===== config.mk =====
export PLATFORM = sky130hd
export DESIGN_NAME = framed_command_deframer_flat
export DESIGN_NICKNAME = d
export VERILOG_FILES = /design/src/hdl/fcd_pkg.sv /design/src/hdl/fcd_in_if.sv /design/src/hdl/fcd_out_if.sv /design/src/hdl/fcd_cfg_if.sv /design/src/hdl/framed_command_deframer.sv /design/src/hdl/fcd_front.sv /design/src/hdl/fcd_queue.sv /design/src/hdl/fcd_back.sv /design/src/flat_wrapper.sv
export SDC_FILE = /design/constraint.sdc
export NUM_CORES = 1
export LEC_CHECK = 0
export BUFFER_PORTS_ARGS = -buffer_cell sky130_fd_sc_hd__buf_2
export CORE_MARGIN = 2
export CORE_UTILIZATION = 40
export CTS_CLUSTER_SIZE = 10
export DETAILED_ROUTE_END_ITERATION = 7
export GPL_TIMING_DRIVEN = 1
export PLACE_DENSITY = 0.64
export SLEW_MARGIN = 20
export SYNTH_ARGS = -nofsm -noshare
export SYNTH_HDL_FRONTEND = slang
export SYNTH_SLANG_ARGS = --single-unit

===== constraint.sdc =====
create_clock -name clk -period 6.6 [get_ports clk]
set_clock_uncertainty 0.2 [all_clocks]
set_input_delay 1.32 -clock clk [delete_from_list [all_inputs] [get_ports clk]]
set_output_delay 1.32 -clock clk [all_outputs]
set_load 0.05 [all_outputs]

===== src/hdl/fcd_pkg.sv =====
// fcd_pkg: shared types, constants and helpers of the framed command deframer
package fcd_pkg;

  localparam int unsigned PORTS = 24;
  localparam int unsigned QUEUE_DEPTH_DEF = 4;

  localparam logic [7:0]  HASH_CHAR       = 8'h23;
  localparam logic [15:0] MAX_LENGTH_RST  = 16'd1024;

  localparam logic [15:0] OPC_NO_ARG = 16'h0001;
  localparam logic [15:0] OPC_RESET  = 16'hDEAD;
  localparam logic [15:0] OPC_TAG    = 16'h0002;
  localparam logic [15:0] OPC_STATUS = 16'h0006;
  localparam logic [15:0] OPC_CONFIG = 16'h0007;

  localparam logic [15:0] TAG_COUNT    = 16'd4;
  localparam logic [15:0] CONFIG_COUNT = 16'(4 + 2 * PORTS);

  typedef logic [7:0]  byte_t;
  typedef logic [15:0] word_t;
  typedef logic [9:0]  idx_t;

  typedef enum logic [8:0] {
    PH_HASH1   = 9'b000000001,
    PH_HASH2   = 9'b000000010,
    PH_OPC_LO  = 9'b000000100,
    PH_OPC_HI  = 9'b000001000,
    PH_LEN_LO  = 9'b000010000,
    PH_LEN_HI  = 9'b000100000,
    PH_PAYLOAD = 9'b001000000,
    PH_CK_LO   = 9'b010000000,
    PH_CK_HI   = 9'b100000000
  } phase_t;

  typedef enum logic [1:0] {
    EV_DATA   = 2'd0,
    EV_GOOD   = 2'd1,
    EV_BAD    = 2'd2,
    EV_REJECT = 2'd3
  } ev_t;

  typedef enum logic [1:0] {
    REC_DATA   = 2'd0,
    REC_CHECK  = 2'd1,
    REC_REJECT = 2'd2
  } rec_kind_t;

  // one classified record handed from the parser to the result stage
  typedef struct packed {
    rec_kind_t kind;
    word_t     opcode;
    byte_t     data;
    idx_t      index;
    word_t     rx_sum;
    word_t     calc_sum;
  } rec_t;

  function automatic word_t payload_count(input word_t opc, input word_t len);
    word_t cnt;
    if (opc == OPC_NO_ARG || opc == OPC_RESET) cnt = '0;
    else if (opc == OPC_TAG || opc == OPC_STATUS) cnt = TAG_COUNT;
    else if (opc == OPC_CONFIG) cnt = CONFIG_COUNT;
    else cnt = len;
    return cnt;
  endfunction

endpackage


===== src/hdl/fcd_in_if.sv =====
// fcd_in_if: received byte channel
interface fcd_in_if;
  import fcd_pkg::*;
  logic  valid;
  logic  ready;
  byte_t rx_byte;
  logic  timeout;

  modport source (output valid, output rx_byte, output timeout, input ready);
  modport sink   (input valid, input rx_byte, input timeout, output ready);
endinterface


===== src/hdl/fcd_out_if.sv =====
// fcd_out_if: result event channel
interface fcd_out_if;
  import fcd_pkg::*;
  logic       valid;
  logic       ready;
  logic [1:0] event_res;
  word_t      frame_opcode;
  byte_t      payload_byte;
  idx_t       payload_index;

  modport source (output valid, output event_res, output frame_opcode,
                  output payload_byte, output payload_index, input ready);
  modport sink   (input valid, input event_res, input frame_opcode,
                  input payload_byte, input payload_index, output ready);
endinterface


===== src/hdl/fcd_cfg_if.sv =====
// fcd_cfg_if: max_length register write channel
interface fcd_cfg_if;
  import fcd_pkg::*;
  logic  valid;
  logic  ready;
  word_t max_length;

  modport source (output valid, output max_length, input ready);
  modport sink   (input valid, input max_length, output ready);
endinterface


===== src/hdl/framed_command_deframer.sv =====
// framed_command_deframer: top level joining parser, record queue and result stage
// a result passes the record queue, then the output register that drives out
// throughput: one byte per cycle; in stalls only when the record queue is full
// the queue depth sets how long out may stall before in backs up
// reset: synchronous rst_n returns the parser to hash search, empties the queue,
// drops any pending result and loads max_length with 1024
module framed_command_deframer #(
  parameter int unsigned QUEUE_DEPTH = fcd_pkg::QUEUE_DEPTH_DEF
) (
  input  logic      clk,
  input  logic      rst_n,
  fcd_in_if.sink    in_ch,
  fcd_out_if.source out_ch,
  fcd_cfg_if.sink   cfg_ch
);
  import fcd_pkg::*;

  word_t max_length_r;
  logic  push_valid;
  logic  push_ready;
  rec_t  push_rec;
  logic  pop_valid;
  logic  pop_ready;
  rec_t  pop_rec;

  assign cfg_ch.ready = 1'b1;

  always_ff @(posedge clk) begin
    if (!rst_n) begin
      max_length_r <= MAX_LENGTH_RST;
    end else if (cfg_ch.valid && cfg_ch.ready) begin
      max_length_r <= cfg_ch.max_length;
    end
  end

  fcd_front u_front (
    .clk        (clk),
    .rst_n      (rst_n),
    .in_ch      (in_ch),
    .max_length (max_length_r),
    .push_ready (push_ready),
    .push_valid (push_valid),
    .push_rec   (push_rec)
  );

  fcd_queue #(
    .DEPTH (QUEUE_DEPTH)
  ) u_queue (
    .clk        (clk),
    .rst_n      (rst_n),
    .push_valid (push_valid),
    .push_ready (push_ready),
    .push_rec   (push_rec),
    .pop_valid  (pop_valid),
    .pop_ready  (pop_ready),
    .pop_rec    (pop_rec)
  );

  fcd_back u_back (
    .clk       (clk),
    .rst_n     (rst_n),
    .pop_valid (pop_valid),
    .pop_ready (pop_ready),
    .pop_rec   (pop_rec),
    .out_ch    (out_ch)
  );

`ifndef SYNTHESIS
  a_push_has_room: assert property (@(posedge clk) disable iff (!rst_n)
    push_valid |-> push_ready)
    else $error("record pushed into a full queue");

  a_timeout_silent: assert property (@(posedge clk) disable iff (!rst_n)
    (in_ch.valid && in_ch.ready && in_ch.timeout) |-> !push_valid)
    else $error("timeout beat produced a record");

  a_pop_shows_result: assert property (@(posedge clk) disable iff (!rst_n)
    (pop_valid && pop_ready) |=> out_ch.valid)
    else $error("popped record did not reach the output register");

  a_cfg_write: assert property (@(posedge clk) disable iff (!rst_n)
    (cfg_ch.valid && cfg_ch.ready) |=> (max_length_r == $past(cfg_ch.max_length)))
    else $error("max_length write lost");
`endif

endmodule


===== src/hdl/fcd_front.sv =====
// fcd_front: byte parser that tracks the frame phase and classifies each byte
module fcd_front (
  input  logic         clk,
  input  logic         rst_n,
  fcd_in_if.sink       in_ch,
  input  fcd_pkg::word_t max_length,
  input  logic         push_ready,
  output logic         push_valid,
  output fcd_pkg::rec_t push_rec
);
  import fcd_pkg::*;

  phase_t phase_r, phase_nxt;
  byte_t  low_r, low_nxt;
  word_t  sum_r, sum_nxt;
  word_t  opc_r, opc_nxt;
  word_t  left_r, left_nxt;
  idx_t   pos_r, pos_nxt;

  byte_t  b;
  word_t  field_w;
  word_t  sum_add;
  word_t  left_dec;
  word_t  count_w;

  assign in_ch.ready = push_ready;
  assign b        = in_ch.rx_byte;
  assign field_w  = {b, low_r};
  assign sum_add  = sum_r + word_t'(b);
  assign left_dec = left_r - 16'd1;
  assign count_w  = payload_count(opc_r, field_w);

  always_comb begin
    phase_nxt  = phase_r;
    low_nxt    = low_r;
    sum_nxt    = sum_r;
    opc_nxt    = opc_r;
    left_nxt   = left_r;
    pos_nxt    = pos_r;
    push_valid = 1'b0;
    push_rec   = '0;
    push_rec.opcode = opc_r;
    if (in_ch.valid && in_ch.ready) begin
      if (in_ch.timeout) begin
        phase_nxt = PH_HASH1;
      end else begin
        unique case (phase_r)
          PH_HASH2: begin
            if (b == HASH_CHAR) begin
              sum_nxt   = word_t'(HASH_CHAR) + word_t'(HASH_CHAR);
              phase_nxt = PH_OPC_LO;
            end else begin
              phase_nxt = PH_HASH1;
            end
          end
          PH_OPC_LO: begin
            low_nxt   = b;
            sum_nxt   = sum_add;
            phase_nxt = PH_OPC_HI;
          end
          PH_OPC_HI: begin
            opc_nxt   = field_w;
            sum_nxt   = sum_add;
            phase_nxt = PH_LEN_LO;
          end
          PH_LEN_LO: begin
            low_nxt   = b;
            sum_nxt   = sum_add;
            phase_nxt = PH_LEN_HI;
          end
          PH_LEN_HI: begin
            sum_nxt = sum_add;
            if (field_w > max_length) begin
              push_valid    = 1'b1;
              push_rec.kind = REC_REJECT;
              phase_nxt     = PH_HASH1;
            end else begin
              left_nxt  = count_w;
              pos_nxt   = '0;
              phase_nxt = (count_w == '0) ? PH_CK_LO : PH_PAYLOAD;
            end
          end
          PH_PAYLOAD: begin
            push_valid     = 1'b1;
            push_rec.kind  = REC_DATA;
            push_rec.data  = b;
            push_rec.index = pos_r;
            sum_nxt        = sum_add;
            pos_nxt        = pos_r + idx_t'(1);
            left_nxt       = left_dec;
            if (left_dec == '0) phase_nxt = PH_CK_LO;
          end
          PH_CK_LO: begin
            low_nxt   = b;
            phase_nxt = PH_CK_HI;
          end
          PH_CK_HI: begin
            push_valid        = 1'b1;
            push_rec.kind     = REC_CHECK;
            push_rec.rx_sum   = field_w;
            push_rec.calc_sum = sum_r;
            phase_nxt         = PH_HASH1;
          end
          default: begin
            phase_nxt = (b == HASH_CHAR) ? PH_HASH2 : PH_HASH1;
          end
        endcase
      end
    end
  end

  always_ff @(posedge clk) begin
    if (!rst_n) begin
      phase_r <= PH_HASH1;
      low_r   <= '0;
      sum_r   <= '0;
      opc_r   <= '0;
      left_r  <= '0;
      pos_r   <= '0;
    end else begin
      phase_r <= phase_nxt;
      low_r   <= low_nxt;
      sum_r   <= sum_nxt;
      opc_r   <= opc_nxt;
      left_r  <= left_nxt;
      pos_r   <= pos_nxt;
    end
  end

endmodule


===== src/hdl/fcd_queue.sv =====
// fcd_queue: short record queue between parser and result stage
module fcd_queue #(
  parameter int unsigned DEPTH = fcd_pkg::QUEUE_DEPTH_DEF
) (
  input  logic          clk,
  input  logic          rst_n,
  input  logic          push_valid,
  output logic          push_ready,
  input  fcd_pkg::rec_t push_rec,
  output logic          pop_valid,
  input  logic          pop_ready,
  output fcd_pkg::rec_t pop_rec
);
  import fcd_pkg::*;

  localparam int unsigned PW = (DEPTH > 1) ? $clog2(DEPTH) : 1;
  localparam int unsigned CW = $clog2(DEPTH + 1);
  localparam logic [PW-1:0] LAST = PW'(DEPTH - 1);
  localparam logic [CW-1:0] FULL = CW'(DEPTH);

  rec_t            mem_r [DEPTH];
  logic [PW-1:0]   wr_r, wr_nxt;
  logic [PW-1:0]   rd_r, rd_nxt;
  logic [CW-1:0]   cnt_r, cnt_nxt;
  logic            do_push;
  logic            do_pop;

  assign push_ready = (cnt_r != FULL);
  assign pop_valid  = (cnt_r != '0);
  assign pop_rec    = mem_r[rd_r];
  assign do_push    = push_valid && push_ready;
  assign do_pop     = pop_valid && pop_ready;

  always_comb begin
    wr_nxt  = wr_r;
    rd_nxt  = rd_r;
    cnt_nxt = cnt_r;
    if (do_push) wr_nxt = (wr_r == LAST) ? '0 : wr_r + PW'(1);
    if (do_pop)  rd_nxt = (rd_r == LAST) ? '0 : rd_r + PW'(1);
    if (do_push && !do_pop) cnt_nxt = cnt_r + CW'(1);
    else if (do_pop && !do_push) cnt_nxt = cnt_r - CW'(1);
  end

  always_ff @(posedge clk) begin
    if (!rst_n) begin
      wr_r  <= '0;
      rd_r  <= '0;
      cnt_r <= '0;
    end else begin
      wr_r  <= wr_nxt;
      rd_r  <= rd_nxt;
      cnt_r <= cnt_nxt;
    end
  end

  always_ff @(posedge clk) begin
    if (do_push) mem_r[wr_r] <= push_rec;
  end

endmodule


===== src/hdl/fcd_back.sv =====
// fcd_back: result stage that resolves records into events and holds the output register
module fcd_back (
  input  logic          clk,
  input  logic          rst_n,
  input  logic          pop_valid,
  output logic          pop_ready,
  input  fcd_pkg::rec_t pop_rec,
  fcd_out_if.source     out_ch
);
  import fcd_pkg::*;

  logic  valid_r;
  ev_t   ev_r, ev_nxt;
  word_t opc_r;
  byte_t data_r, data_nxt;
  idx_t  idx_r, idx_nxt;
  logic  load;

  assign pop_ready = !valid_r || out_ch.ready;
  assign load      = pop_valid && pop_ready;

  always_comb begin
    data_nxt = '0;
    idx_nxt  = '0;
    unique case (pop_rec.kind)
      REC_DATA: begin
        ev_nxt   = EV_DATA;
        data_nxt = pop_rec.data;
        idx_nxt  = pop_rec.index;
      end
      REC_CHECK: ev_nxt = (pop_rec.rx_sum == pop_rec.calc_sum) ? EV_GOOD : EV_BAD;
      default:   ev_nxt = EV_REJECT;
    endcase
  end

  always_ff @(posedge clk) begin
    if (!rst_n) begin
      valid_r <= 1'b0;
    end else if (pop_ready) begin
      valid_r <= pop_valid;
    end
  end

  always_ff @(posedge clk) begin
    if (load) begin
      ev_r   <= ev_nxt;
      opc_r  <= pop_rec.opcode;
      data_r <= data_nxt;
      idx_r  <= idx_nxt;
    end
  end

  assign out_ch.valid         = valid_r;
  assign out_ch.event_res     = ev_r;
  assign out_ch.frame_opcode  = opc_r;
  assign out_ch.payload_byte  = data_r;
  assign out_ch.payload_index = idx_r;

endmodule


===== src/flat_wrapper.sv =====
// flat-port wrapper written by rule: the top's interface ports become plain ports
module framed_command_deframer_flat import fcd_pkg::*;
#(
  parameter int unsigned QUEUE_DEPTH = fcd_pkg::QUEUE_DEPTH_DEF
)
  (clk, rst_n, in_ch_valid, in_ch_rx_byte, in_ch_timeout, in_ch_ready, out_ch_valid, out_ch_event_res, out_ch_frame_opcode, out_ch_payload_byte, out_ch_payload_index, out_ch_ready, cfg_ch_valid, cfg_ch_max_length, cfg_ch_ready);
  fcd_in_if in_ch_i ();
  fcd_out_if out_ch_i ();
  fcd_cfg_if cfg_ch_i ();
  input  logic clk;
  input  logic rst_n;
  input wire logic [$bits(in_ch_i.valid)-1:0] in_ch_valid;
  input wire logic [$bits(in_ch_i.rx_byte)-1:0] in_ch_rx_byte;
  input wire logic [$bits(in_ch_i.timeout)-1:0] in_ch_timeout;
  output wire logic [$bits(in_ch_i.ready)-1:0] in_ch_ready;
  output wire logic [$bits(out_ch_i.valid)-1:0] out_ch_valid;
  output wire logic [$bits(out_ch_i.event_res)-1:0] out_ch_event_res;
  output wire logic [$bits(out_ch_i.frame_opcode)-1:0] out_ch_frame_opcode;
  output wire logic [$bits(out_ch_i.payload_byte)-1:0] out_ch_payload_byte;
  output wire logic [$bits(out_ch_i.payload_index)-1:0] out_ch_payload_index;
  input wire logic [$bits(out_ch_i.ready)-1:0] out_ch_ready;
  input wire logic [$bits(cfg_ch_i.valid)-1:0] cfg_ch_valid;
  input wire logic [$bits(cfg_ch_i.max_length)-1:0] cfg_ch_max_length;
  output wire logic [$bits(cfg_ch_i.ready)-1:0] cfg_ch_ready;
  assign in_ch_i.valid = in_ch_valid;
  assign in_ch_i.rx_byte = in_ch_rx_byte;
  assign in_ch_i.timeout = in_ch_timeout;
  assign in_ch_ready = in_ch_i.ready;
  assign out_ch_valid = out_ch_i.valid;
  assign out_ch_event_res = out_ch_i.event_res;
  assign out_ch_frame_opcode = out_ch_i.frame_opcode;
  assign out_ch_payload_byte = out_ch_i.payload_byte;
  assign out_ch_payload_index = out_ch_i.payload_index;
  assign out_ch_i.ready = out_ch_ready;
  assign cfg_ch_i.valid = cfg_ch_valid;
  assign cfg_ch_i.max_length = cfg_ch_max_length;
  assign cfg_ch_ready = cfg_ch_i.ready;
  framed_command_deframer #(.QUEUE_DEPTH(QUEUE_DEPTH)) u_core (.clk(clk), .rst_n(rst_n), .in_ch(in_ch_i), .out_ch(out_ch_i), .cfg_ch(cfg_ch_i));
endmodule

==> results.sh <==
export IMPL_status="complete, no violations"
export IMPL_worstSetupStartpointType="input pin"
export IMPL_ys_async_sr_fraction=0
export IMPL_gp_congestion=0.885
export IMPL_slew_viol_final=0
export IMPL_coreArea_um2=41900
export IMPL_use_met2=0.276
export IMPL_crit_fanout=9
export IMPL_synth_simple_area_share=0.115
export IMPL_grt_pass1_vias=9975
export IMPL_reg2regPathDepth=12
export IMPL_grt_first_pass_wirelength_um=57900
export IMPL_setup_viol=0
export IMPL_regToRegStartpoint="u_core.u_front.low_r[7]$_SDFFE_PN0P_"
export IMPL_synth_warning_count=0
export IMPL_drive_above_1_share=0.149
export IMPL_syn_avg_cell_area_um2=13.9
export IMPL_r2r_end="u_core.u_queue.cnt_r[2]$_SDFFE_PN0P_"
export IMPL_holdPathEnd="u_core.u_front.pos_r[9]$_SDFFE_PN0P_"
export IMPL_slew_headroom=0.245
export IMPL_arrival_ps=4940
export IMPL_dr_pass1_iters=5
export IMPL_critPathCaptureType="flop"
export IMPL_final_setup_tns_ps=0
export IMPL_antenna_found_initial=0
export IMPL_grt_total_usage=0.172
export IMPL_grt_busiest_layer="met2"
export IMPL_synth_seq_area_share=0.665
export IMPL_synth_top_cell_by_area="edfxtp_1"
export IMPL_min_delay_path_depth=2
export IMPL_synth_edf_count=308
export IMPL_ys_flop_type="edfxtp_1"
export IMPL_synth_seq_cells=409
export IMPL_h_tree_depth=2
export IMPL_totalWireLength_um=37500
export IMPL_fmax_ghz=0.215
export IMPL_worst_pin_slew_ps=1130
export IMPL_rsz0062_at_grt="false"
export IMPL_die_area_um2=44100
export IMPL_grt_max_degree=48
export IMPL_netlist_top_cells_area="edfxtp_1 55%, dfxtp_1 12%, mux4_2 4.8%"
export IMPL_synth_cells=1223
export IMPL_drtAntennaViolNets=0
export IMPL_io_pins=69
export IMPL_syn_cell_area_um2=17000
export IMPL_hp_start="u_core.u_front.pos_r[9]$_SDFFE_PN0P_"
export IMPL_max_cap_viol_count=0
export IMPL_globalRouteMet3Util=0.0314
export IMPL_die_h_um=210
export IMPL_synthTopCellsByCount="308 x edfxtp_1, 101 x dfxtp_1, 93 x nor2_1"
export IMPL_reg2reg_slack_ps=2240
export IMPL_fill_cells=3696
export IMPL_yosysTopAreaCellShare=0.545
export IMPL_post_cts_buffers=0
export IMPL_finalPower_uw=6230
export IMPL_clk_latency_ps=570
export IMPL_finalWorstPathRequiredPeriod_ps=4650
export IMPL_synth_adder_area_share=0.0267
export IMPL_clock_root_buffer="clkbuf_16"
export IMPL_final_util=0.462
export IMPL_cts_tree="built"
export IMPL_met1_usage=0.233
export IMPL_portBuffers=67
export IMPL_synth_nets=1288
export IMPL_synth_most_common_cell="edfxtp_1"
export IMPL_path_clk_slew_ps=50
export IMPL_fin_crit_sh=0.704
export IMPL_cts_hold_buf=0
export IMPL_power_leakage_uw=0.00623
export IMPL_cts_repair_resized=0
export IMPL_numCtsBuffers=48
export IMPL_synthMuxAreaShare=0.0626
export IMPL_synth_compound_area_frac=0.0637
export IMPL_viasPerCell=5.42
export IMPL_p_per_area_nw_per_um2=322
export IMPL_dp_hpwl_um=25500
export IMPL_die_x_um=210
export IMPL_clock_sinks=409
export IMPL_wl_per_cell_um=20.0
export IMPL_grt_overflow_total=0
export IMPL_initial_core_util=0.405
export IMPL_via_count=10200
export IMPL_synth_top_family_by_area="simple AND/OR/NAND/NOR gates"
export IMPL_drt_iter0_drc=703
export IMPL_area_growth_pct=14.1
export IMPL_rows=75
export IMPL_clockBufferDepth=3
export IMPL_hold_viol_final=0
export IMPL_criticalPathCategory="in2reg"
export IMPL_peakVddDrop_uv=198
export IMPL_startpoint="in_ch_rx_byte[3]"
export IMPL_drcViolationCount=0
export IMPL_layout_nets=1366
export IMPL_ys_types=67
export IMPL_synthXorXnorAreaFrac=0.0465
export IMPL_diodes=0
export IMPL_cp_required_ps=6890
export IMPL_hp_class="reg2reg"
## worst max-delay path, stage by stage
cell and delay, ps:
buf_2 170, ha_1 340, nand4_1 160, a2111oi_0 540, o31ai_1 120, buf_4 190, a31oi_1 680, ha_1 330
inv_1 70, fa_1 380, xor2_1 180, or3_1 310, a21oi_1 150
## flip-flops by register name, summed over array words and instances (netlist names), 10 cells and up, named ones only
name / flops
u_core.u_front.sum_r: 16
u_core.u_front.pos_r: 10
u_core.u_front.opc_r: 16
u_core.u_queue.mem_r: 272
u_core.u_back.out_ch.payload_index: 10
u_core.max_length_r: 16
u_core.u_front.left_r: 16
u_core.u_back.out_ch.frame_opcode: 16
## worst max path at each step
stage	to	slack (ps)	depth (start not counted)
4_1_cts	u_core.u_queue.cnt_r[2]$_SDFFE_PN0P_	2060	13
3_3_place_gp	u_core.u_queue.cnt_r[2]$_SDFFE_PN0P_	1560	13
2_1_floorplan	u_core.u_queue.mem_r[0][0]$_DFFE_PP_	1430	6
3_5_place_dp	u_core.u_queue.cnt_r[2]$_SDFFE_PN0P_	1510	13
6_report	u_core.u_queue.cnt_r[2]$_SDFFE_PN0P_	1950	13
5_1_grt	u_core.u_queue.cnt_r[2]$_SDFFE_PN0P_	1740	13
## routing by layer
layer,routed length (µm),vias to the layer above
met5,0,-
met4,1060,0
met3,2020,63
met2,17500,296
met1,16900,5095
li1,-,4731
## per-stage QoR
stage / std cells / hold slack, ps / setup slack, ps / instance area, µm²
6_report: 1879 / 280 / 1950 / 19300
5_1_grt: 1879 / 317 / 1740 / 19300
4_1_cts: 1879 / 277 / 2060 / 19300
3_5_place_dp: 1790 / 269 / 1510 / 17900
3_3_place_gp: 1790 / 267 / 1560 / 17900
2_1_floorplan: 1223 / 244 / 1430 / 17000
## power breakdown
group          internal [µW]  total, µW  switching, µW
Clock                   1410       2400            990
Combinational            211        866            655
Sequential              2900       2960           66.1
Total                   4520       6230           1710
## layout make-up
class                           instances  area [µm²]  share of cell area
Clock inverter                          5        67.6             0.00349
Tap cell                              539         674              0.0349
Timing Repair Buffer                   83         468              0.0242
Multi-Input combinational cell        726        5360               0.277
Sequential cell                       409       11300               0.583
Clock buffer                           84        1380              0.0712
Inverter                               33         124             0.00640
## cell usage in the layout, fill, tap and decap left out, drive strengths merged, types with 10 or more instances in the layout
cell / instances
edfxtp: 308
dfxtp: 101
nor2: 94
clkbuf: 84
buf: 83
a21oi: 64
nand2: 63
and2: 54
xor2: 52
xnor2: 38
mux4: 36
ha: 33
inv: 33
nor3: 32
nand3: 24
mux2i: 24
nor2b: 23
o21ai: 22
nand4: 19
nor4: 19
a211oi: 11
o31ai: 10
or3: 10
## kinds of logic after synthesis
kind of cell	Yosys count
other	1
DFF	409
AOI/OAI and AO/OA	163
buffers and inverters	88
xor gates and xnor gates	90
and+or+nand+nor	376
adders and majority gates	35
muxes	61
(Power assumes the default switching activity.)
